### config.mk
export PLATFORM = sky130hd
export DESIGN_NAME = rct_shade
export DESIGN_NICKNAME = d
export VERILOG_FILES = /design/src/rtl/rct_pkg.sv /design/src/rtl/rct_shade.sv
export SDC_FILE = /design/constraint.sdc
export NUM_CORES = 2
export LEC_CHECK = 0
export BUFFER_PORTS_ARGS = -buffer_cell sky130_fd_sc_hd__buf_2
export CAP_MARGIN = 10
export CORE_MARGIN = 2
export CORE_UTILIZATION = 42
export DETAILED_ROUTE_END_ITERATION = 7
export GPL_TIMING_DRIVEN = 0
export HOLD_SLACK_MARGIN = 0.06
export SETUP_SLACK_MARGIN = 0.05
export SLEW_MARGIN = 30
export SYNTH_ARGS = -nofsm -noshare
export SYNTH_HDL_FRONTEND = slang
export SYNTH_SLANG_ARGS = --single-unit
### constraint.sdc
create_clock -name aclk -period 9.25 [get_ports aclk]
set_clock_uncertainty 0.15 [all_clocks]
set_input_delay 1.85 -clock aclk [delete_from_list [all_inputs] [get_ports aclk]]
set_output_delay 1.85 -clock aclk [all_outputs]
set_load 0.05 [all_outputs]
### src/rtl/rct_pkg.sv
// Package for the radial chirp test pattern: widths, register indexes,
// reset values, cosine constants and the structs that travel down the cell chains.
// No dependencies.
package rct_pkg;

    localparam int SIDE_W  = 10;
    localparam int WAVE_W  = 9;
    localparam int COORD_W = 10;
    localparam int GRAY_W  = 8;
    localparam int CFG_W   = 10;

    localparam int RAD_W   = 36;   // radicand, two bits consumed per sqrt cell
    localparam int REM_W   = 20;   // sqrt partial remainder
    localparam int ROOT_W  = 18;   // sqrt result
    localparam int RF_W    = 17;   // radius, 8 fraction bits
    localparam int DNUM_W  = 33;   // dividend shifted out one bit per divider cell
    localparam int DDEN_W  = 17;   // divisor
    localparam int DREM_W  = 18;   // divider partial remainder
    localparam int DQUO_W  = 17;   // quotient bits kept

    localparam int SQRT_CELLS = RAD_W / 2;
    localparam int DIV1_CELLS = 17;
    localparam int DIV2_CELLS = DNUM_W;

    localparam logic [SIDE_W-1:0] SIDE_RESET = 10'd599;
    localparam logic [WAVE_W-1:0] MINW_RESET = 9'd1;
    localparam logic [WAVE_W-1:0] MAXW_RESET = 9'd299;

    localparam logic [11:0] COS_C = 12'd2320;
    localparam logic [14:0] COS_B = 15'd21024;
    localparam logic [15:0] COS_A = 16'd51472;

    typedef enum logic [1:0] {
        REG_SIDE_LENGTH    = 2'd0,
        REG_MIN_WAVELENGTH = 2'd1,
        REG_MAX_WAVELENGTH = 2'd2
    } cfg_reg_t;

    typedef struct packed {
        logic            vld;
        logic            ins;
        logic [RF_W-1:0] rf;
    } side_t;

    typedef struct packed {
        side_t             side;
        logic [RAD_W-1:0]  rad;
        logic [REM_W-1:0]  rem;
        logic [ROOT_W-1:0] root;
    } sqrt_t;

    typedef struct packed {
        side_t             side;
        logic [DREM_W-1:0] rem;
        logic [DNUM_W-1:0] num;
        logic [DDEN_W-1:0] den;
        logic [DQUO_W-1:0] quo;
    } div_t;

endpackage

### src/rtl/rct_shade.sv
// Phase to gray value: quarter-wave polynomial cosine, then scale to 0..255.
// Depends on rct_pkg.
module rct_shade (
    input  logic                        aclk,
    input  logic                        aresetn,
    input  logic                        ce,
    input  rct_pkg::side_t              in_side,
    input  logic [15:0]                 in_phase,
    output logic                        out_vld,
    output logic [rct_pkg::GRAY_W-1:0]  out_gray
);
    import rct_pkg::*;

    logic [6:0]  vld_reg;
    logic [5:0]  ins_reg;
    logic [4:0]  neg_reg;
    logic [14:0] u1_reg, u2s_reg, u3_reg, u4_reg;
    logic [29:0] uu_reg;
    logic [14:0] sq3_reg;
    logic [26:0] t_reg;
    logic [29:0] m_reg;
    logic [30:0] r_reg;
    logic [23:0] y_reg;
    logic [GRAY_W-1:0] gray_reg;

    logic [14:0] u_next;
    logic [14:0] inner;
    logic [15:0] mid;
    logic [16:0] res;
    logic [14:0] res_sat;
    logic [15:0] x;
    logic [16:0] rr;
    logic [8:0]  g;

    always_comb begin
        // odd quadrants use f directly, even ones mirror it
        u_next  = in_phase[14] ? {1'b0, in_phase[13:0]} : 15'd16384 - {1'b0, in_phase[13:0]};
        inner   = COS_B - {2'b00, t_reg[26:14]};
        mid     = COS_A - m_reg[29:14];
        res     = r_reg[30:14];
        res_sat = (res > 17'd32767) ? 15'd32767 : res[14:0];
        x       = neg_reg[4] ? 16'd32767 - {1'b0, res_sat} : 16'd32767 + {1'b0, res_sat};
        // y / 65534 is y >> 16 or one more
        rr      = {1'b0, y_reg[15:0]} + {8'b0, y_reg[23:16], 1'b0};
        g       = {1'b0, y_reg[23:16]} + ((rr >= 17'd65534) ? 9'd1 : 9'd0);
    end

    always_ff @(posedge aclk) begin
        if (!aresetn) begin
            vld_reg <= '0;
        end else if (ce) begin
            vld_reg <= {vld_reg[5:0], in_side.vld};
        end
    end

    always_ff @(posedge aclk) begin
        if (ce) begin
            ins_reg  <= {ins_reg[4:0], in_side.ins};
            neg_reg  <= {neg_reg[3:0], in_phase[15] ^ in_phase[14]};
            u1_reg   <= u_next;
            uu_reg   <= u1_reg * u1_reg;
            u2s_reg  <= u1_reg;
            sq3_reg  <= uu_reg[28:14];
            t_reg    <= COS_C * uu_reg[28:14];
            u3_reg   <= u2s_reg;
            m_reg    <= inner * sq3_reg;
            u4_reg   <= u3_reg;
            r_reg    <= mid * u4_reg;
            y_reg    <= {x, 8'b0} - {8'b0, x};
            gray_reg <= !ins_reg[5] ? '0 : (g[8] ? 8'd255 : g[7:0]);
        end
    end

    assign out_vld  = vld_reg[6];
    assign out_gray = gray_reg;

endmodule

==> metrics.cfg <==
[route]
vias=19727
drtIter0Drc=995
drt_first_pass_iters=5
wl_met2_microns=33700
top_layer=met4
postRouteAntennaNets=0
drt-met1-wl_microns=29500
wl_microns=66400
viasPerCell=5.03
dr_wl_met3_microns=2160
wl_per_cell_microns=16.9
drcViolationCount=0

[cts]
cts_inserted_buffers=17
cts_buffer_depth=2
clock-sinks=185
clkTransAtPathRegs_ns=0.08
ctsRootBufferMaster=clkbuf_16
clock_latency_ns=0.47
cts_tree=built
cts_max_level=4
ctsHoldBuffers=0

[finish]
final_nets=3833
drive_above_1_share_pct=4.13
largest_reg_flops=23
finalInstanceArea_sq_mm=0.0315
area_growth_pct=7.14

[worst_setup_path]
slowest_delay_ns=0.55
crit_family=adder cells
crit_buf_inv=7
cp-start-kind=register
critPathMaxFanout=10
cpMostUsedCell=fa_1
regToRegStartpoint=t_reg[14]
critPathKind=register to register
worstPathRequired_ns=9.30
cp.arrival_ns=8.68
cp-startpoint=t_reg[14]
end_kind=register
worst_path_max_delay_cell=fa_1

[sta]
fin_ws_ns=0.615
layout_min_cycle_time_ns=8.63
final-setup-viol-count=0
rsz0062_at_grt=no
fmax_ghz=0.116
fin_crit_sh_pct=93.3
drv_slew=0
slew_headroom_pct=33.9
hold_violations=0
holdWs_ns=0.265
worst_slew_pin_slew_ns=0.985
fin_setup_tns_ns=0

[logic_synthesis]
ys_seq_area_share_pct=18.6
ys_warn_count=0
ys_seq_elements=185
netlist.area_leader.share_pct=33.3
synth_top_cell_by_area=fa_1
synthesis.nets=3780
netlist_area_sq_mm=0.0294
avgSynthCellArea_sq_um=10.1
yosys-top-cells-area=fa_1, edfxtp_1, ha_1
syn_inst=2913
yosys-top-cells-count=inv_1, fa_1, and2_1
synth-async-reset-ratio_pct=0
synth_edf_count=178
synth.most_common_cell=inv_1
yosysUniqueCellTypes=82
yosys_most_used_dff=edfxtp_1

[global_route]
grt.total_usage_pct=19.6
first_global_vias=21439
overflow=0
grt_pass1_wl_microns=111000
antenna_found_initial=4
grt_start_max_net_pins=90

[die]
start_util_pct=42.2
dieHeight_microns=269
rows=97
boundaryPins=47
die_x_microns=269
core_area_sq_mm=0.0697
die_area_sq_mm=0.0722

[placed_design]
io_buffers=29
place_congestion=0.898
dp_slack_ns=-0.773
place_area_sq_mm=0.0308
dp_hpwl_microns=55500

[run]
maxCapViolCount=0

[min_path]
min-delay-start=u3_reg[12]
hp-class=register to register

[status]
status=complete, no violations

==> final cells by class <==
cell class,count,area [sq um]
diodes,2,5.00
plain buffers,89,354
clock buffers,17,425
clock inverters,15,190
fillers,6672,38100
inverters,596,2240
multi-input cells,2043,21400
flip-flops and latches,185,5490
well taps,940,1180
repair buffers,34,233
==> per-stage QoR <==
stage / util, % / instances
final: 45.2 / 3921
after global routing: 45.2 / 3919
after CTS: 45.2 / 3919
after detailed placement: 44.2 / 3884
after global placement: 44.1 / 3882
after floorplan: - / 2913
==> layout by cell type, fill, tap and decap left out, types with 7 or more instances in the layout <==
master and count:
and2_1 344, clkbuf_16 17, o21ai_0 27, nand2b_1 9, a21o_1 27, clkbuf_1 75
fa_1 490, nor3_1 33, xor2_1 46, and3_1 11, nor2b_1 19, nand3_1 20
nand2_1 261, mux2i_1 9, dfxtp_1 7, ha_1 339, a21oi_1 62, nor2_1 102
nand4_1 9, inv_1 596, edfxtp_1 178, a211oi_1 8, buf_2 34, xnor2_1 87
o21a_1 13
==> worst register-to-register path: stages (launching register included) <==
cell	delay, ns
edfxtp_1	0.47
clkbuf_1	0.47
inv_1	0.10
ha_1	0.22
nand2_1	0.09
o21ai_0	0.20
a21boi_1	0.44
xor2_1	0.26
clkbuf_2	0.29
and2_1	0.23
fa_1	0.51
inv_1	0.06
fa_1	0.53
inv_1	0.06
fa_1	0.52
fa_1	0.45
fa_1	0.55
inv_1	0.06
fa_1	0.54
inv_1	0.04
ha_1	0.33
nand3_1	0.09
nor4_1	0.55
o31a_1	0.31
o21ai_0	0.19
a21oi_1	0.32
mux2i_1	0.24
nand3_1	0.09
==> path summary, 6_finish.rpt <==
check,cells past startpoint,slack [ns],endpoint
setup reg to reg,27,0.62,m_reg[22]
hold / removal,0,0.26,u4_reg[12]
hold reg to reg,0,0.26,u4_reg[12]
setup / recovery,27,0.62,m_reg[22]
==> routing by layer <==
| layer | vias to the layer above | global-route usage, % |
|---|---|---|
| li1 | 9196 | - |
| met1 | 10104 | 26.3 |
| met2 | 362 | 34.3 |
| met3 | 65 | 2.03 |
| met4 | 0 | 3.99 |
| met5 | - | 0 |
==> cell families after synthesis <==
| logic type | after synthesis | share of synthesized area (%) |
|---|---|---|
| and+or+nand+nor | 855 | 15.2 |
| adders and majority gates | 829 | 47.8 |
| buffers and inverters | 685 | 8.79 |
| AOI/OAI and AO/OA | 210 | 5.10 |
| DFF | 185 | 18.6 |
| xor gates and xnor gates | 138 | 4.13 |
| muxes | 11 | 0.383 |
==> what timing repair did <==
item / CTS / global route
resized for setup: 3 / 16
pin swaps: 1 / 1
endpoints found under the setup margin: 15 / 19
buffers inserted: 3 / 0
Power is left out: the tool's default activity adds up to more than one toggle a clock period on the data nets, which glitch-free logic cannot reach.
