[src/rtl/rct_pkg.sv]
// Package for the radial chirp test pattern: widths, register indexes,
// reset values, cosine constants and the structs that travel down the cell chains.
// No dependencies.
package rct_pkg;

    localparam int SIDE_W  = 10;
    localparam int WAVE_W  = 9;
    localparam int COORD_W = 10;
    localparam int GRAY_W  = 8;
    localparam int CFG_W   = 10;

    localparam int RAD_W   = 36;   // radicand, two bits consumed per sqrt cell
    localparam int REM_W   = 20;   // sqrt partial remainder
    localparam int ROOT_W  = 18;   // sqrt result
    localparam int RF_W    = 17;   // radius, 8 fraction bits
    localparam int DNUM_W  = 33;   // dividend shifted out one bit per divider cell
    localparam int DDEN_W  = 17;   // divisor
    localparam int DREM_W  = 18;   // divider partial remainder
    localparam int DQUO_W  = 17;   // quotient bits kept

    localparam int SQRT_CELLS = RAD_W / 2;
    localparam int DIV1_CELLS = 17;
    localparam int DIV2_CELLS = DNUM_W;

    localparam logic [SIDE_W-1:0] SIDE_RESET = 10'd599;
    localparam logic [WAVE_W-1:0] MINW_RESET = 9'd1;
    localparam logic [WAVE_W-1:0] MAXW_RESET = 9'd299;

    localparam logic [11:0] COS_C = 12'd2320;
    localparam logic [14:0] COS_B = 15'd21024;
    localparam logic [15:0] COS_A = 16'd51472;

    typedef enum logic [1:0] {
        REG_SIDE_LENGTH    = 2'd0,
        REG_MIN_WAVELENGTH = 2'd1,
        REG_MAX_WAVELENGTH = 2'd2
    } cfg_reg_t;

    typedef struct packed {
        logic            vld;
        logic            ins;
        logic [RF_W-1:0] rf;
    } side_t;

    typedef struct packed {
        side_t             side;
        logic [RAD_W-1:0]  rad;
        logic [REM_W-1:0]  rem;
        logic [ROOT_W-1:0] root;
    } sqrt_t;

    typedef struct packed {
        side_t             side;
        logic [DREM_W-1:0] rem;
        logic [DNUM_W-1:0] num;
        logic [DDEN_W-1:0] den;
        logic [DQUO_W-1:0] quo;
    } div_t;

endpackage

[src/rtl/rct_sqrt_cell.sv]
// One cell of the square-root chain: one root bit per cell, digit recurrence.
// Depends on rct_pkg.
module rct_sqrt_cell (
    input  logic          aclk,
    input  logic          aresetn,
    input  logic          ce,
    input  rct_pkg::sqrt_t cell_in,
    output rct_pkg::sqrt_t cell_out
);
    import rct_pkg::*;

    sqrt_t               cell_reg;
    sqrt_t               cell_next;
    logic [REM_W+1:0]    t;
    logic [REM_W+1:0]    trial;

    always_comb begin
        t = {cell_in.rem, cell_in.rad[RAD_W-1:RAD_W-2]};
        trial = {2'b00, cell_in.root, 2'b01};
        cell_next = cell_in;
        cell_next.rad = {cell_in.rad[RAD_W-3:0], 2'b00};
        if (t >= trial) begin
            cell_next.rem  = REM_W'(t - trial);
            cell_next.root = {cell_in.root[ROOT_W-2:0], 1'b1};
        end else begin
            cell_next.rem  = t[REM_W-1:0];
            cell_next.root = {cell_in.root[ROOT_W-2:0], 1'b0};
        end
    end

    always_ff @(posedge aclk) begin
        if (!aresetn) begin
            cell_reg.side.vld <= 1'b0;
        end else if (ce) begin
            cell_reg <= cell_next;
        end
    end

    assign cell_out = cell_reg;

endmodule

[config.mk]
export PLATFORM = sky130hd
export DESIGN_NAME = rct_sqrt_cell
export DESIGN_NICKNAME = d
export VERILOG_FILES = /design/src/rtl/rct_pkg.sv /design/src/rtl/rct_sqrt_cell.sv
export SDC_FILE = /design/constraint.sdc
export NUM_CORES = 1
export LEC_CHECK = 0
export ABC_AREA = 0
export BUFFER_PORTS_ARGS = -buffer_cell sky130_fd_sc_hd__buf_2
export CORE_MARGIN = 3
export CORE_UTILIZATION = 43
export CTS_CLUSTER_DIAMETER = 80
export CTS_CLUSTER_SIZE = 12
export DETAILED_ROUTE_END_ITERATION = 7
export PLACE_DENSITY_LB_ADDON = 0.12
export SETUP_SLACK_MARGIN = 0.5
export SYNTH_ARGS = -nofsm -noshare
export SYNTH_HDL_FRONTEND = slang
export SYNTH_SLANG_ARGS = --single-unit
[constraint.sdc]
create_clock -name aclk -period 2.65 [get_ports aclk]
set_input_delay 0.265 -clock aclk [delete_from_list [all_inputs] [get_ports aclk]]
set_output_delay 0.265 -clock aclk [all_outputs]
set_load 0.005 [all_outputs]
==> results of run 1 <==
-- cell families (layout without fill, tap and decap cells) --
logic type      count (synthesis)  in the layout  synth area share [%]
compound gates                 53             54                 8.748
xor+xnor                       18             18                 3.723
fa+ha+maj                      20             20                 5.910
buf+inv                        32            245                 3.516
flops                          91             91                 64.30
mux                            21             21                 7.003
other cells                     1              2               0.08857
simple gates                   54             54                 6.708
-- synthesized netlist by cell type, drive strengths merged --
| master | count |
|---|---|
| a2111oi | 1 |
| a211o | 1 |
| a211oi | 5 |
| a21boi | 1 |
| a21o | 1 |
| a21oi | 17 |
| a221o | 1 |
| a221oi | 2 |
| a311o | 1 |
| a31oi | 2 |
| and2 | 2 |
| and2b | 1 |
| buf | 5 |
| clkbuf | 1 |
| conb | 1 |
| dfxtp | 1 |
| edfxtp | 90 |
| ha | 20 |
| inv | 26 |
| mux2 | 18 |
| mux2i | 3 |
| nand2 | 12 |
| nand2b | 1 |
| nand3 | 6 |
| nand4 | 1 |
| nor2 | 15 |
| nor2b | 2 |
| nor3 | 5 |
| nor4 | 6 |
| nor4b | 1 |
| o211ai | 2 |
| o21a | 4 |
| o21ai | 9 |
| o21bai | 1 |
| o22ai | 1 |
| o311ai | 1 |
| o31ai | 3 |
| or3 | 1 |
| or4 | 1 |
| xnor2 | 8 |
| xor2 | 10 |
-- final cells by class --
| type | count | share of cell area, % |
|---|---|---|
| Inverter | 26 | 1.811 |
| Sequential cell | 91 | 45.83 |
| Timing Repair Buffer | 203 | 18.34 |
| Tap cell | 129 | 2.717 |
| Clock inverter | 6 | 1.201 |
| Multi-Input combinational cell | 169 | 27.95 |
| Clock buffer | 10 | 2.148 |
-- report_power, final --
part	switching (mW)	internal (mW)
Combinational	0.364	0.420
Clock	0.513	0.446
Sequential	0.0242	1.72
Total	0.901	2.59
-- path summary, 6_finish.rpt --
path | cells after the start | end | slack (ps) | startpoint
worst min-delay path | 1 | cell_out[91]$_DFFE_PP_ | 90 | cell_in[91]
worst min register to register | 2 | cell_out[92]$_SDFFE_PN0P_ | 540 | cell_out[92]$_SDFFE_PN0P_
worst max register to register | 2 | cell_out[92]$_SDFFE_PN0P_ | 2050 | cell_out[92]$_SDFFE_PN0P_
worst max-delay path | 11 | cell_out[35]$_DFFE_PP_ | 550 | cell_in[6]
-- routing by layer --
layer  track usage (%)  up-vias  routed length, um  part of all wire, %
met5                 0        -                 13                 0.13
met4             4.124        2                 82                 0.82
met3             4.899        8                735                  7.3
met2             30.28      135               4971                   50
met1             21.79     1475               4198                   42
li1                  -     1511                  -                    -
-- stage by stage --
step,hold slack (ps),setup WS [ps]
after global routing,59.62,494.3
final,90.38,545.5
after CTS,68.30,494.4
after detailed placement,443.6,98.83
after floorplan,363.9,455.9
after global placement,441.9,130.2
-- timing repair --
action                     in CTS  in global routing
setup endpoints to repair       1                 18
cloned                          0                  1
pin swaps                       0                  8
buffers inserted                0                  6
gates resized for setup         0                 11
==> run metrics, run 1 <==
synth warn=0; Longest Clk Path Bufs=2; vias=3131; Synth area leader=edfxtp_1; RSZ-0062 raised after global routing=no; worst relative slew slack=59.36%; die span in y=105.2 um; leakage=2.516 nW; fillcell total=752; leading cell type in the layout, fill and taps excluded=buf_2; area of the multi-input gates=1660 um^2; #FFs+latches synth=91; row cnt=35; f_max=475.2 MHz; CTS tree=built; ratio of cells with drive above 1 in the final layout=56.24%; period utilization=79.42%; DP Area=5619 um^2; mapped cell area=4234 um^2; wire per inst=15.77 um; P per Cell Area=587.0 nW/um^2; max_cap viols=0; Pwr Total=3.487 mW; Worst EP required=2760 ps; flip-flop count of the largest register after layout=91; Tmin final=2105 ps; Final setup viols=0; crit-path leading delay family=simple AND/OR/NAND/NOR gates; CTS H-tree depth=3; most frequent cells in the layout=buf_2, edfxtp_1, mux2_4; nature of the critical path startpoint=input port; post-DP HPWL=7645 um; initial antenna violation count=1; clock buffer count from CTS=9; Fin. Hold Viols=0; final instance area=5941 um^2; largest net degree at the start of global routing=44; hold buffer count at cts=0; Worst path slowest cell=nor4_2; DRC Markers=0; synth unique cells=50; Sequential cell area=2723 um^2; critical path capture point type=flop; Largest stage delay, worst path=370 ps; Max rail drop VDD=0.0003274 V; synth top area cells=edfxtp_1, mux2_4, ha_1; routed wire length=10000 um; Worst Max-Slew Pin Slew=604.1 ps; sequential area share after synthesis=64.30%; Final Max Tran Viols=0; Yosys top cell area share=63.83%; die width=105.2 um; Syn Area/Cell=14.60 um^2; Post-layout nets=616; # diodes=0; clk slew on worst S/H paths=90 ps; area delta synth->final=40.31%; WS Path Type=input port to flop; num ports=189; Synth Instances=290; Setup TNS=0 ps; status=finished clean; vias in the first global route=3052; clk_lat worst skew=330 ps; Worst EP arrival=2210 ps; Num Clock Sinks=91; drt first pass iters=4; fin cells=634; Initial Utilization=44.97%; Cell Count Post-Placement=611; root buffer cell=clkbuf_8; Core Util, Final=63.10%; CP Max Fanout=5; crit-path cells=buf_2 > inv_2 > ha_4 > nand4_1 > nor4_2 > o31ai_1 > buf_4 > o311ai_4 > buf_4 > xor2_1 > mux2_4; Hold Path Class=input port to flop; Buffers on Ports=186; GR Util All Layers=17.52%; Detail Route Antenna Nets=0; GP Congestion=0.8833; Overflow after GRT=0; first-pass GRT wire length=15360 um; WP buf/inv=4; die area=11070 um^2; Fin Clk Skew=0 ps; area of the core=9415 um^2; Iter 0 DRT Violations=152; most numerous cell on the critical path=buf_4; Vias per Instance=4.938
No activity file was read; power rests on OpenSTA's default activity.
==> inputs of run 2 (changes only) <==
==> constraint.sdc (replaced) <==
create_clock -name aclk -period 1.9 [get_ports aclk]
set_input_delay 0.19 -clock aclk [delete_from_list [all_inputs] [get_ports aclk]]
set_output_delay 0.19 -clock aclk [all_outputs]
set_load 0.005 [all_outputs]
==> run 2 against run 1 <==
The flow now finishes with violations (negative setup slack). Global-route usage grew 3.7 points. Via count is 16% higher. Die area did not move. Total power rose by 46%. Cell area is 21% higher. Wire length increased by 20%. Critical path type unchanged.
==> run metrics, run 2 (synthesized netlist as in run 1, its figures left out) <==
status=finished with violations (was finished clean); failing checks=negative setup slack; clk_lat worst skew=350 ps (was 330 ps); Worst EP required=2010 ps (was 2760 ps); final instance area=7159 um^2 (was 5941 um^2); Fin. Hold Viols=0 (unchanged); routed wire length=11990 um (was 10000 um); root buffer cell=clkbuf_8 (unchanged); Buffers on Ports=186 (unchanged); clock buffer count from CTS=9 (unchanged); post-DP HPWL=7969 um (was 7645 um); RSZ-0062 raised after global routing=yes (was no); vias=3622 (was 3131); flop-to-flop setup slack=1280 ps (was 2050 ps); CP Max Fanout=5 (unchanged); Worst EP arrival=2010 ps (was 2210 ps); most frequent cells in the layout=buf_2, edfxtp_1, buf_4 (was buf_2, edfxtp_1, mux2_4); DP Area=6048 um^2 (was 5619 um^2); row cnt=35 (unchanged); leakage=3.086 nW (was 2.516 nW); die area=11070 um^2 (unchanged); leading cell type in the layout, fill and taps excluded=buf_2 (unchanged); crit path launch=cell_in[5] (was cell_in[6]); Iter 0 DRT Violations=152 (unchanged); first-pass GRT wire length=18710 um (was 15360 um); Worst Setup Slack, final=-1.534 ps (was 545.5 ps); flip-flop count of the largest register after layout=91 (unchanged); area delta synth->final=69.09% (was 40.31%); fin cells=750 (was 634); RR Endpoint=cell_out[92]$_SDFFE_PN0P_ (unchanged); CTS tree=built (unchanged); Vias per Instance=4.829 (was 4.938); FF-to-FF path depth=2 (unchanged); WS Path Type=input port to flop (unchanged); Fin Clk Skew=0 ps (unchanged); wire per inst=15.98 um (was 15.77 um); Num Clock Sinks=91 (unchanged); initial antenna violation count=0 (was 1); GR Util All Layers=21.19% (was 17.52%); largest net degree at the start of global routing=48 (was 44); Final Max Tran Viols=0 (unchanged); die width=105.2 um (unchanged); period utilization=100.1%; CP Capture Point=cell_out[27]$_DFFE_PP_ (was cell_out[35]$_DFFE_PP_); reg2reg start=cell_out[92]$_SDFFE_PN0P_ (unchanged); Post-layout nets=732 (was 616); vias in the first global route=3822 (was 3052); ratio of cells with drive above 1 in the final layout=57.97% (was 56.24%); Worst Max-Slew Pin Slew=791.3 ps (was 604.1 ps); Longest Clk Path Bufs=2 (unchanged); Tmin final=1902 ps; Placement Setup Slack=-625.6 ps (was 98.83 ps); worst relative slew slack=46.81% (was 59.36%); fillcell total=597 (was 752); drt first pass iters=4 (unchanged); critical path capture point type=flop (unchanged); f_max=525.9 MHz; Detail Route Antenna Nets=0 (unchanged); DRC Markers=0 (unchanged); Hold Path Class=input port to flop (unchanged); # diodes=0 (unchanged); Cell Count Post-Placement=665 (was 611); nature of the critical path startpoint=input port (unchanged); Final setup viols=1 (was 0); clk slew on worst S/H paths=90 ps (about the same); hold depth=1 (unchanged); num ports=189 (unchanged); Pwr Total=5.105 mW (was 3.487 mW); Max rail drop VDD=0.0003721 V (was 0.0003274 V); Overflow after GRT=0 (unchanged); GP Congestion=0.8281 (was 0.8833); P per Cell Area=713.0 nW/um^2 (was 587.0 nW/um^2); max_cap viols=0 (unchanged); die span in y=105.2 um (unchanged); area of the core=9415 um^2 (unchanged); CTS H-tree depth=3 (unchanged); Initial Utilization=44.97% (unchanged)
[run 2: cell types whose count changed in the layout (fill, tap and decap cells not counted), moves of 4 or more]
cell and change:
buf_2 -12, buf_4 +55, buf_6 +12, buf_8 +4
dlygate4sd3_1 +55, inv_1 -4, inv_4 +5
[run 2: area by class of cell]
type | instances | area, um^2 | share of cell area, %
clock buffer | 10 | 127.6 | 1.783
clock inverter | 6 | 56.30 | 0.7864
inverter | 26 | 120.1 | 1.678
multi-input combinational | 171 | 1783 | 24.90
sequential | 91 | 2723 | 38.03
tap | 129 | 161.4 | 2.254
timing repair buffer | 317 | 2188 | 30.57
[run 2: metrics by stage]
step,TNS [ps],utilization (%),hold slack [ps]
5_1_grt,-967.9,76.04,1.123
2_1_floorplan,-3868,-,288.9
6_report,-1.534,76.04,15.35
3_5_place_dp,-9699,64.24,368.4
3_3_place_gp,-9333,64.24,367.3
4_1_cts,-15.76,74.88,0.1926
[run 2: worst min path at each step]
stage                             endpoint   startpoint  slack (ps)
global placement    cell_out[70]$_DFFE_PP_  cell_in[68]         370
finish              cell_out[40]$_DFFE_PP_  cell_in[38]          20
global route         cell_out[2]$_DFFE_PP_   cell_in[1]           1
detailed placement  cell_out[85]$_DFFE_PP_  cell_in[85]         370
floorplan           cell_out[10]$_DFFE_PP_   cell_in[9]         290
CTS                  cell_out[2]$_DFFE_PP_   cell_in[1]         0.2
[run 2: metal layers]
metal,wire length [um],GRT usage (%),up-vias
li1,-,-,1752
met1,4677,23.91,1714
met2,6361,39.39,140
met3,763,5.450,16
met4,184,5.717,0
met5,0,0,-
[run 2: where the power goes]
part           internal [mW]  leakage [nW]  switching, mW
combinational          0.814          2.14          0.602
sequential              2.40         0.854         0.0368
clock                  0.506        0.0913          0.746
total                   3.72          3.09           1.39
[run 2: worst max-delay path, cell delays in order]
cell	delay [ps]
buf_8	70
inv_4	30
ha_4	270
buf_6	110
nand2_4	50
nor4_4	300
buf_4	170
a21oi_4	90
a211o_4	410
mux2_4	310
[run 2: what timing repair did]
| item | in CTS | in global routing |
|---|---|---|
| hold buffers | 53 | 2 |
| endpoints found under the setup margin | 21 | 21 |
| pin swaps | 23 | 12 |
| gates cloned | 3 | 0 |
| endpoints found under the hold margin | 53 | 2 |
| resized for setup | 40 | 17 |
| setup buffers | 9 | 2 |
