===== src/rtl/rct_pkg.sv =====
// Package for the radial chirp test pattern: widths, register indexes,
// reset values, cosine constants and the structs that travel down the cell chains.
// No dependencies.
package rct_pkg;

    localparam int SIDE_W  = 10;
    localparam int WAVE_W  = 9;
    localparam int COORD_W = 10;
    localparam int GRAY_W  = 8;
    localparam int CFG_W   = 10;

    localparam int RAD_W   = 36;   // radicand, two bits consumed per sqrt cell
    localparam int REM_W   = 20;   // sqrt partial remainder
    localparam int ROOT_W  = 18;   // sqrt result
    localparam int RF_W    = 17;   // radius, 8 fraction bits
    localparam int DNUM_W  = 33;   // dividend shifted out one bit per divider cell
    localparam int DDEN_W  = 17;   // divisor
    localparam int DREM_W  = 18;   // divider partial remainder
    localparam int DQUO_W  = 17;   // quotient bits kept

    localparam int SQRT_CELLS = RAD_W / 2;
    localparam int DIV1_CELLS = 17;
    localparam int DIV2_CELLS = DNUM_W;

    localparam logic [SIDE_W-1:0] SIDE_RESET = 10'd599;
    localparam logic [WAVE_W-1:0] MINW_RESET = 9'd1;
    localparam logic [WAVE_W-1:0] MAXW_RESET = 9'd299;

    localparam logic [11:0] COS_C = 12'd2320;
    localparam logic [14:0] COS_B = 15'd21024;
    localparam logic [15:0] COS_A = 16'd51472;

    typedef enum logic [1:0] {
        REG_SIDE_LENGTH    = 2'd0,
        REG_MIN_WAVELENGTH = 2'd1,
        REG_MAX_WAVELENGTH = 2'd2
    } cfg_reg_t;

    typedef struct packed {
        logic            vld;
        logic            ins;
        logic [RF_W-1:0] rf;
    } side_t;

    typedef struct packed {
        side_t             side;
        logic [RAD_W-1:0]  rad;
        logic [REM_W-1:0]  rem;
        logic [ROOT_W-1:0] root;
    } sqrt_t;

    typedef struct packed {
        side_t             side;
        logic [DREM_W-1:0] rem;
        logic [DNUM_W-1:0] num;
        logic [DDEN_W-1:0] den;
        logic [DQUO_W-1:0] quo;
    } div_t;

endpackage


===== src/rtl/rct_div_cell.sv =====
// One cell of a restoring divider chain: one quotient bit per cell.
// Depends on rct_pkg.
module rct_div_cell (
    input  logic         aclk,
    input  logic         aresetn,
    input  logic         ce,
    input  rct_pkg::div_t cell_in,
    output rct_pkg::div_t cell_out
);
    import rct_pkg::*;

    div_t              cell_reg;
    div_t              cell_next;
    logic [DREM_W:0]   t;
    logic [DREM_W:0]   den_x;

    always_comb begin
        t = {cell_in.rem, cell_in.num[DNUM_W-1]};
        den_x = {2'b00, cell_in.den};
        cell_next = cell_in;
        cell_next.num = {cell_in.num[DNUM_W-2:0], 1'b0};
        if (t >= den_x) begin
            cell_next.rem = DREM_W'(t - den_x);
            cell_next.quo = {cell_in.quo[DQUO_W-2:0], 1'b1};
        end else begin
            cell_next.rem = t[DREM_W-1:0];
            cell_next.quo = {cell_in.quo[DQUO_W-2:0], 1'b0};
        end
    end

    always_ff @(posedge aclk) begin
        if (!aresetn) begin
            cell_reg.side.vld <= 1'b0;
        end else if (ce) begin
            cell_reg <= cell_next;
        end
    end

    assign cell_out = cell_reg;

endmodule


===== config.mk =====
export PLATFORM = sky130hd
export DESIGN_NAME = rct_div_cell
export DESIGN_NICKNAME = d
export VERILOG_FILES = /design/src/rtl/rct_pkg.sv /design/src/rtl/rct_div_cell.sv
export SDC_FILE = /design/constraint.sdc
export NUM_CORES = 1
export LEC_CHECK = 0
export ABC_AREA = 1
export BUFFER_PORTS_ARGS = -buffer_cell sky130_fd_sc_hd__buf_2
export CORE_MARGIN = 2
export CORE_UTILIZATION = 47
export DETAILED_ROUTE_END_ITERATION = 7
export HOLD_SLACK_MARGIN = 0.12
export PLACE_DENSITY = 0.76
export SETUP_SLACK_MARGIN = 0.02
export SYNTH_ARGS = -nofsm -noshare
export SYNTH_HDL_FRONTEND = slang
export SYNTH_SLANG_ARGS = --single-unit

===== constraint.sdc =====
create_clock -name aclk -period 4.3 [get_ports aclk]
set_clock_uncertainty 0.15 [all_clocks]
set_input_delay 0.86 -clock aclk [delete_from_list [all_inputs] [get_ports aclk]]
set_output_delay 0.86 -clock aclk [all_outputs]
set_load 0.03 [all_outputs]

==> results of run 1 <==
[worst reg2reg max path, delay by kind of cell, from the launching register on]
family | cells | cell delay (ns)
AO/OA/AOI/OAI | 2 | 0.25
flip-flops | 1 | 0.32
[area by class of cell]
class | count | area [um^2]
fillers | 822 | 3660
flip-flops and latches | 103 | 3080
multi-input cells | 244 | 1240
repair buffers | 210 | 1060
inverters | 73 | 277
well taps | 133 | 166
clock buffers | 10 | 128
clock inverters | 6 | 77.6
[stage by stage]
| stage | utilization [%] | worst slack [ns] | area [um^2] | total power [mW] | hold WS (ns) |
|---|---|---|---|---|---|
| after floorplan | - | 0.828 | 4630 | 1.56 | 0.505 |
| after global routing | 62.2 | 1.65 | 6030 | 2.43 | 0.479 |
| after global placement | 60.1 | 1.44 | 5820 | 1.71 | 0.376 |
| after CTS | 62.2 | 1.81 | 6030 | 2.34 | 0.418 |
| after detailed placement | 60.1 | 1.43 | 5820 | 1.72 | 0.390 |
| final | 62.2 | 1.82 | 6030 | 2.32 | 0.426 |
[report_power, final]
group	internal, mW	switching, mW
clock network	0.281	0.344
logic	0.152	0.335
registers	1.19	0.0160
[final timing paths]
path | startpoint | end | slack, ns
hold reg to reg | cell_out[103] | cell_out[103] | 0.43
hold / removal | cell_out[103] | cell_out[103] | 0.43
setup reg to reg | cell_out[103] | cell_out[103] | 3.48
setup / recovery | cell_in[17] | cell_out[77] | 1.82
[layout by cell type, fill, tap and decap left out, types with 2 or more instances in the layout]
| cell type | count |
|---|---|
| inv_1 | 65 |
| ha_1 | 17 |
| nand3_1 | 11 |
| buf_2 | 208 |
| clkbuf_8 | 9 |
| inv_2 | 5 |
| nand2_1 | 159 |
| nor2_1 | 19 |
| nand3b_1 | 3 |
| clkinv_1 | 2 |
| inv_8 | 2 |
| nand2_2 | 3 |
| o21ai_0 | 3 |
| xor2_1 | 6 |
| buf_4 | 2 |
| edfxtp_1 | 102 |
| a21oi_1 | 9 |
[metal layers]
metal,share of wire (%),vias to the layer above,GRT usage (%)
met4,1.4,0,6.17
met2,53,123,36.3
met1,38,1566,22.6
met5,0,-,0
met3,8.0,13,5.17
li1,-,1801,-
[kinds of logic (layout without fill, tap and decap cells)]
kind of cell	after synthesis	in the layout	share of synthesized area, %
xor gates and xnor gates	7	7	1.32
other	1	1	0.0810
AOI/OAI and AO/OA	15	15	2.00
buffers and inverters	76	299	6.57
and+or+nand+nor	203	203	18.4
adders and majority gates	18	18	5.03
DFF	103	103	66.6
==> results.json, run 1 <==
{
  "status": "finished, final reports clean",
  "fp.dieH_um": 103,
  "core-area_um2": 9680,
  "setup_violations": 0,
  "grt_max_degree": 66,
  "die_area_um2": 10700,
  "min_path_type": "reg -> reg",
  "end_kind": "flop",
  "holdPathStages": 2,
  "leakage_nw": 2.98,
  "wirelength_mm": 10.7,
  "synth-seq-cells": 103,
  "grt_pass1_vias": 3352,
  "post_cts_buffers": 0,
  "htreeDepth": 3,
  "synth_top_area_share_pct": 66.2,
  "rsz0062_at_grt": "no",
  "cpMostUsedCell": "nand2_1",
  "slew-limit-headroom_pct": 48.3,
  "cts_max_path_buffers": 2,
  "detail-route-antenna-nets": 0,
  "hpwl_mm": 8.46,
  "synth_top_flop_cell": "edfxtp_1",
  "vias_per_cell": 4.50,
  "hold_viol_final": 0,
  "drive_gt1_share_pct": 37.5,
  "overflow": 0,
  "synth-edff-count": 102,
  "max_freq_mhz": 403,
  "setup-tns-final_ns": 0,
  "area_delta_synth_final_pct": 30.3,
  "cts_inserted_buffers": 9,
  "synthTopCellsByCount": "nand2_1 (159), edfxtp_1 (102), inv_1 (66), nor2_1 (19), ha_1 (17)",
  "clkTransAtPathRegs_ns": 0.10,
  "final_nets": 766,
  "via_count": 3503,
  "path_class": "in -> reg",
  "clkSinkCount": 103,
  "arrival_ns": 2.46,
  "hold_buffers": 0,
  "powerDensity_nw_per_um2": 385,
  "worst_ep_required_time_ns": 4.28,
  "antenna_found_initial": 0,
  "async_flop_share_pct": 0,
  "largest_reg_flops": 103,
  "initial_utilization_pct": 47.8,
  "die_w_um": 103,
  "portBuffers": 208,
  "root_buffer": "clkbuf_8",
  "cp.depth": 13,
  "cp_num_buf_inv": 2,
  "synth_seq_area_share_pct": 66.6,
  "clock_latency_ns": 0.36,
  "io_pins": 211,
  "drv_slew": 0,
  "avgSynthCellArea_um2": 10.9,
  "crit_chain": "buf_2 > ha_1 > inv_1 > fa_1 > nand2_1 > nand2_1 > nand2_1 > o21bai_1 > nand2_1 > nand3_1 > nand2_1 > nand2_1 > nand2_1",
  "netlist_top_cells_area": "edfxtp_1 (66%), nand2_1 (13%), inv_1 (5.4%)",
  "cts.repair.resized": 0,
  "cts_tree": "built",
  "drt_iter0_drc": 119,
  "critPathMaxStageDelay_ns": 0.35,
  "ys_types": 30,
  "timing.max_cap.violations": 0,
  "synthCells": 423,
  "first_pass_iters": 5,
  "ff2ff_path_depth": 2,
  "drc": 0,
  "synth_most_common_cell": "nand2_1",
  "grt_first_pass_wirelength_mm": 15.8,
  "worst_setup_path_start_kind": "input pin",
  "min_period_ns": 2.48,
  "tightest_slew_ns": 0.775,
  "syn_area_um2": 4630,
  "ir_drop_mv": 0.200,
  "final_cells": 779,
  "syn-num-nets": 548,
  "cp_max_fo": 3,
  "finalCritPeriodShare_pct": 57.8,
  "gp_congestion": 0.860,
  "row_count": 36,
  "grtUsageTotal_pct": 19.8,
  "wire_per_inst_um": 13.7,
  "slowest_stage": "o21bai_1",
  "dp.cells": 763,
  "diodes": 0,
  "yosysWarnings": 0,
  "yosysTopAreaCell": "edfxtp_1",
  "path_delay_family": "simple AND/OR/NAND/NOR gates"
}
Note: power is estimated with default switching activity, not from simulation.
==> run 2, diff against run 1 <==
--- a/config.mk
+++ b/config.mk
@@ -5,10 +5,10 @@
 export SDC_FILE = /design/constraint.sdc
 export NUM_CORES = 1
 export LEC_CHECK = 0
-export ABC_AREA = 1
+export ABC_AREA = 0
 export BUFFER_PORTS_ARGS = -buffer_cell sky130_fd_sc_hd__buf_2
 export CORE_MARGIN = 2
-export CORE_UTILIZATION = 47
+export CORE_UTILIZATION = 46
 export DETAILED_ROUTE_END_ITERATION = 7
 export HOLD_SLACK_MARGIN = 0.12
 export PLACE_DENSITY = 0.76
==> constraint.sdc (replaced) <==
create_clock -name aclk -period 2.51 [get_ports aclk]
set_clock_uncertainty 0.15 [all_clocks]
set_input_delay 0.502 -clock aclk [delete_from_list [all_inputs] [get_ports aclk]]
set_output_delay 0.502 -clock aclk [all_outputs]
set_load 0.03 [all_outputs]
==> run 2 against run 1 <==
The flow now finishes with violations (negative setup slack). Worst setup slack worse by 1.9 ns. Core utilization rose by 6.7 points. First-iteration DRC count up 33%.
==> results.json, run 2 <==
{
  "status": "finished with violations",
  "violations": "negative setup slack",
  "area_delta_synth_final_pct": 45.7,
  "diodes": 0,
  "worst_ep_required_time_ns": 2.47,
  "critPathMaxStageDelay_ns": 0.34,
  "synthCells": 283,
  "synth_top_flop_cell": "edfxtp_1",
  "path_delay_family": "compound AO/OA/AOI/OAI gates",
  "drc": 0,
  "synth_top_area_share_pct": 70.0,
  "hold_buffers": 0,
  "initial_utilization_pct": 47.4,
  "largest_reg_flops": 103,
  "path_class": "in -> reg",
  "fp.dieH_um": 102,
  "min_path_type": "in -> reg",
  "htreeDepth": 3,
  "cts_inserted_buffers": 9,
  "fin_ws_ns": -0.131,
  "cts_tree": "built",
  "vias_per_cell": 4.87,
  "grtUsageTotal_pct": 21.5,
  "cp_max_fo": 2,
  "synthTopCellsByCount": "edfxtp_1 (102), a21oi_1 (21), inv_1 (20), ha_1 (17), mux2_2 (12)",
  "drv_slew": 0,
  "max_freq_mhz": 379,
  "core-area_um2": 9240,
  "placed_area_um2": 6070,
  "ys_types": 51,
  "synth-seq-cells": 103,
  "layout_common_cells": "buf_2 (207), edfxtp_1 (102), buf_4 (59)",
  "synth_most_common_cell": "edfxtp_1",
  "wirelength_mm": 11.4,
  "slowest_stage": "fa_2",
  "end_kind": "flop",
  "grt_first_pass_wirelength_mm": 16.7,
  "min_period_ns": 2.64,
  "slew-limit-headroom_pct": 56.1,
  "netlist_top_cells_area": "edfxtp_1 (70%), ha_1 (4.9%), mux2_2 (3.1%)",
  "cts_max_path_buffers": 2,
  "hold_viol_final": 0,
  "reg2reg_slack_ns": 1.72,
  "postLayoutCellArea_um2": 6370,
  "hpwl_mm": 8.92,
  "cp_num_buf_inv": 3,
  "detail-route-antenna-nets": 0,
  "drt_iter0_drc": 158,
  "setup_violations": 3,
  "die_w_um": 102,
  "layout_commonest_cell": "buf_2",
  "gp_congestion": 0.852,
  "timing.max_cap.violations": 0,
  "clkTransAtPathRegs_ns": 0.10,
  "tightest_slew_ns": 0.652,
  "io_pins": 211,
  "pre_cts_ws_ns": -0.666,
  "first_pass_iters": 4,
  "via_count": 3363,
  "synth_seq_area_share_pct": 70.4,
  "yosysWarnings": 0,
  "portBuffers": 208,
  "finalCritPeriodShare_pct": 105,
  "clock_latency_ns": 0.35,
  "clkSinkCount": 103,
  "die_area_um2": 10300,
  "final_nets": 681,
  "setup-tns-final_ns": -0.297,
  "avgSynthCellArea_um2": 15.5,
  "arrival_ns": 2.60,
  "crit_chain": "buf_8 > inv_12 > ha_4 > inv_2 > fa_2 > a21o_1 > a221oi_4 > o21bai_4 > a2111oi_4 > and4b_1 > mux2_4",
  "wire_per_inst_um": 16.5,
  "drive_gt1_share_pct": 58.5,
  "ir_drop_mv": 0.393,
  "leakage_nw": 2.79,
  "powerDensity_nw_per_um2": 637,
  "row_count": 35,
  "yosysTopAreaCell": "edfxtp_1",
  "grt_pass1_vias": 3402,
  "worst_setup_path_start_kind": "input pin",
  "async_flop_share_pct": 0,
  "grt_max_degree": 57,
  "overflow": 0,
  "rsz0062_at_grt": "yes",
  "syn_area_um2": 4380,
  "synth-edff-count": 102,
  "antenna_found_initial": 0,
  "syn-num-nets": 408,
  "root_buffer": "clkbuf_8"
}
run 2: cell count changes in the layout (fill, tap and decap cells not counted), moves of 4 or more:
cell,delta
nand2_1,-149
buf_4,+57
inv_1,-49
mux2_2,+11
nor2_1,-11
a21oi_1,+7
a21o_1,+6
xnor2_1,+6
a21oi_2,+4
run 2: final timing paths:
path                               startpoint            end  cells after the start
worst max-delay path              cell_in[66]   cell_out[83]                     11
worst min-delay path              cell_in[63]   cell_out[64]                      1
worst max register to register  cell_out[103]  cell_out[103]                      2
worst min register to register  cell_out[103]  cell_out[103]                      2
run 2: final cells by class:
class | instances | area [um^2]
flip-flops and latches | 103 | 3080
fillers | 671 | 2870
repair buffers | 270 | 1550
multi-input cells | 151 | 1290
well taps | 129 | 161
clock buffers | 10 | 128
inverters | 21 | 109
clock inverters | 6 | 55.1
run 2: kinds of logic after synthesis:
group	share of synthesized area [%]
compound gates	8.35
other cells	0.0857
mux	4.89
fa+ha+maj	5.32
xor+xnor	2.00
simple gates	5.92
buf+inv	3.00
flops	70.4
run 2: per-stage QoR:
step                util [%]  hold slack, ns  instances  total power [mW]
floorplan                  -           0.451        283              2.70
global placement        65.7           0.353        670              3.07
CTS                     68.4           0.143        690              4.09
detailed placement      65.7           0.407        670              3.10
finish                  69.0           0.167        690              4.06
global route            69.0           0.140        690              4.23
run 2: per-layer routing:
metal  part of all wire, %  track usage, %
met5                     0               0
met4                   1.3            8.00
met3                   7.8            4.97
met2                    55            40.7
met1                    36            23.2
run 2: timing repair:
action | CTS | global route
gates resized for setup | 8 | 13
pin swaps | 6 | 10
setup buffers | 4 | 1
endpoints found under the setup margin | 15 | 15
run 2: power by group:
part           internal, mW  leakage [nW]  total [mW]  switching [mW]
sequential             2.04         0.966        2.07          0.0282
clock                 0.379        0.0865       0.969           0.590
combinational         0.425          1.74        1.02           0.598
total                  2.85          2.79        4.06            1.22
==> run 3, diff against run 2 <==
--- a/config.mk
+++ b/config.mk
@@ -12,7 +12,6 @@
 export DETAILED_ROUTE_END_ITERATION = 7
 export HOLD_SLACK_MARGIN = 0.12
 export PLACE_DENSITY = 0.76
-export SETUP_SLACK_MARGIN = 0.02
 export SYNTH_ARGS = -nofsm -noshare
 export SYNTH_HDL_FRONTEND = slang
 export SYNTH_SLANG_ARGS = --single-unit
==> run 3 against run 2 <==
Critical endpoint is now cell_out[81]. Register-to-register slack about the same. Sequential cell count unchanged. Routed wire length up 1.5%. Final area down 0.16%. First-iteration DRC count up 3.2%. The flow still finishes with violations (negative setup slack). Via count up 0.30%. Clock power about the same. Die area unchanged. Clock-buffer cell count unchanged. Highest routed layer unchanged. Total power up 0.16%. Final cell count unchanged. Hold slack about the same.
==> results.json, run 3 (synthesis gave the netlist of run 2 again) <==
{
  "finalCritPeriodShare_pct": 106,
  "slew-limit-headroom_pct": 54.4,
  "initial_utilization_pct": 47.4,
  "clkTransAtPathRegs_ns": 0.10,
  "wire_per_inst_um": 16.7,
  "layout_commonest_cell": "buf_2",
  "drive_gt1_share_pct": 57.8,
  "leakage_nw": 2.80,
  "grt_first_pass_wirelength_mm": 16.6,
  "min_period_ns": 2.67,
  "hpwl_mm": 8.92,
  "wirelength_mm": 11.5,
  "drt_iter0_drc": 163,
  "regArea_um2": 3080,
  "hold_viol_final": 0,
  "die_area_um2": 10300,
  "postLayoutCellArea_um2": 6360,
  "end_kind": "flop",
  "status": "finished with violations",
  "timing.max_cap.violations": 0,
  "diodes": 0,
  "placed_area_um2": 6070,
  "power_switching_share_pct": 30.0,
  "clock_latency_ns": 0.35,
  "min_path_type": "in -> reg",
  "cp_max_fo": 3,
  "max_freq_mhz": 375,
  "totalPowerFinal_mw": 4.07,
  "multi_input_area_um2": 1290,
  "cts_tree": "built",
  "die_w_um": 102,
  "pwr-share-comb_pct": 25.3,
  "slowest_stage": "fa_2",
  "critPathMaxStageDelay_ns": 0.34,
  "path_class": "in -> reg",
  "switching_power_mw": 1.22,
  "final_nets": 681,
  "via_count": 3373,
  "vias_per_cell": 4.89,
  "overflow": 0,
  "path_delay_family": "compound AO/OA/AOI/OAI gates",
  "seqPwrFrac_pct": 50.9,
  "fp.dieH_um": 102,
  "violations": "negative setup slack",
  "powerDensity_nw_per_um2": 639,
  "portBuffers": 208,
  "final_util_pct": 68.9,
  "clkSinkCount": 103,
  "pre_cts_ws_ns": -0.666,
  "grt_max_degree": 57,
  "worst_setup_path_start_kind": "input pin",
  "antenna_found_initial": 0,
  "hold_buffers": 0,
  "gp_congestion": 0.852,
  "ir_drop_mv": 0.394,
  "layout_common_cells": "buf_2 (207), edfxtp_1 (102), buf_4 (59)",
  "grtUsageTotal_pct": 21.4,
  "htreeDepth": 3,
  "detail-route-antenna-nets": 0,
  "power.share.clock_pct": 23.8,
  "first_pass_iters": 4,
  "num-fill-cells": 677,
  "grt_pass1_vias": 3386,
  "largest_reg_flops": 103,
  "worst_ep_required_time_ns": 2.48,
  "cts_max_path_buffers": 2,
  "row_count": 35,
  "core-area_um2": 9240,
  "crit_chain": "buf_8 > inv_12 > ha_4 > inv_2 > fa_2 > a21o_1 > a221oi_4 > buf_4 > o21ai_4 > o31a_1 > xor2_1 > mux2_4",
  "rsz0062_at_grt": "yes",
  "arrival_ns": 2.64,
  "setup_violations": 3,
  "tightest_slew_ns": 0.677,
  "cts_inserted_buffers": 9,
  "fin_ws_ns": -0.159,
  "area_delta_synth_final_pct": 45.4,
  "drc": 0,
  "io_pins": 211,
  "cp_num_buf_inv": 4,
  "root_buffer": "clkbuf_8",
  "drv_slew": 0,
  "p_int_mw": 2.85
}
-- run 3: per-layer routing --
layer	global-route usage, %	vias up	part of all wire, %
met5	0	-	0
met4	7.59	0	1.4
met3	4.90	17	7.8
met2	40.6	144	55
met1	23.1	1586	36
li1	-	1626	-
-- run 3: cell type report --
type,count,area share [%]
sequential,103,48.4
timing repair buffer,270,24.3
multi-input combinational,151,20.3
tap,129,2.54
clock buffer,10,2.01
inverter,21,1.59
clock inverter,6,0.865
-- run 3: power by group through the flow --
stage / registers [mW] / clock network, mW / logic, mW
6_report: 2.07 / 0.968 / 1.03
3_5_place_dp: 2.11 / 0 / 0.987
4_1_cts: 2.07 / 1.01 / 1.00
3_3_place_gp: 2.11 / 0 / 0.962
2_1_floorplan: 2.38 / 0 / 0.329
5_1_grt: 2.08 / 1.06 / 1.10
-- run 3: worst paths after layout --
check,start,end,slack [ns],depth (start not counted)
min reg2reg,cell_out[103],cell_out[103],0.42,2
max,cell_in[66],cell_out[81],-0.16,12
min,cell_in[5],cell_out[6],0.17,1
max reg2reg,cell_out[103],cell_out[103],1.72,2
-- run 3: per-stage QoR --
step	setup TNS (ns)	cells	hold WS, ns
2_1_floorplan	-1.07	283	0.451
3_3_place_gp	-6.61	670	0.353
3_5_place_dp	-7.54	670	0.407
4_1_cts	-0.299	689	0.143
5_1_grt	-1.43	690	0.140
6_report	-0.324	690	0.167
-- run 3: what timing repair did --
item	CTS	global route
resized for setup	5	11
pin swaps	6	11
endpoints found under the setup margin	9	15
setup buffers	3	2
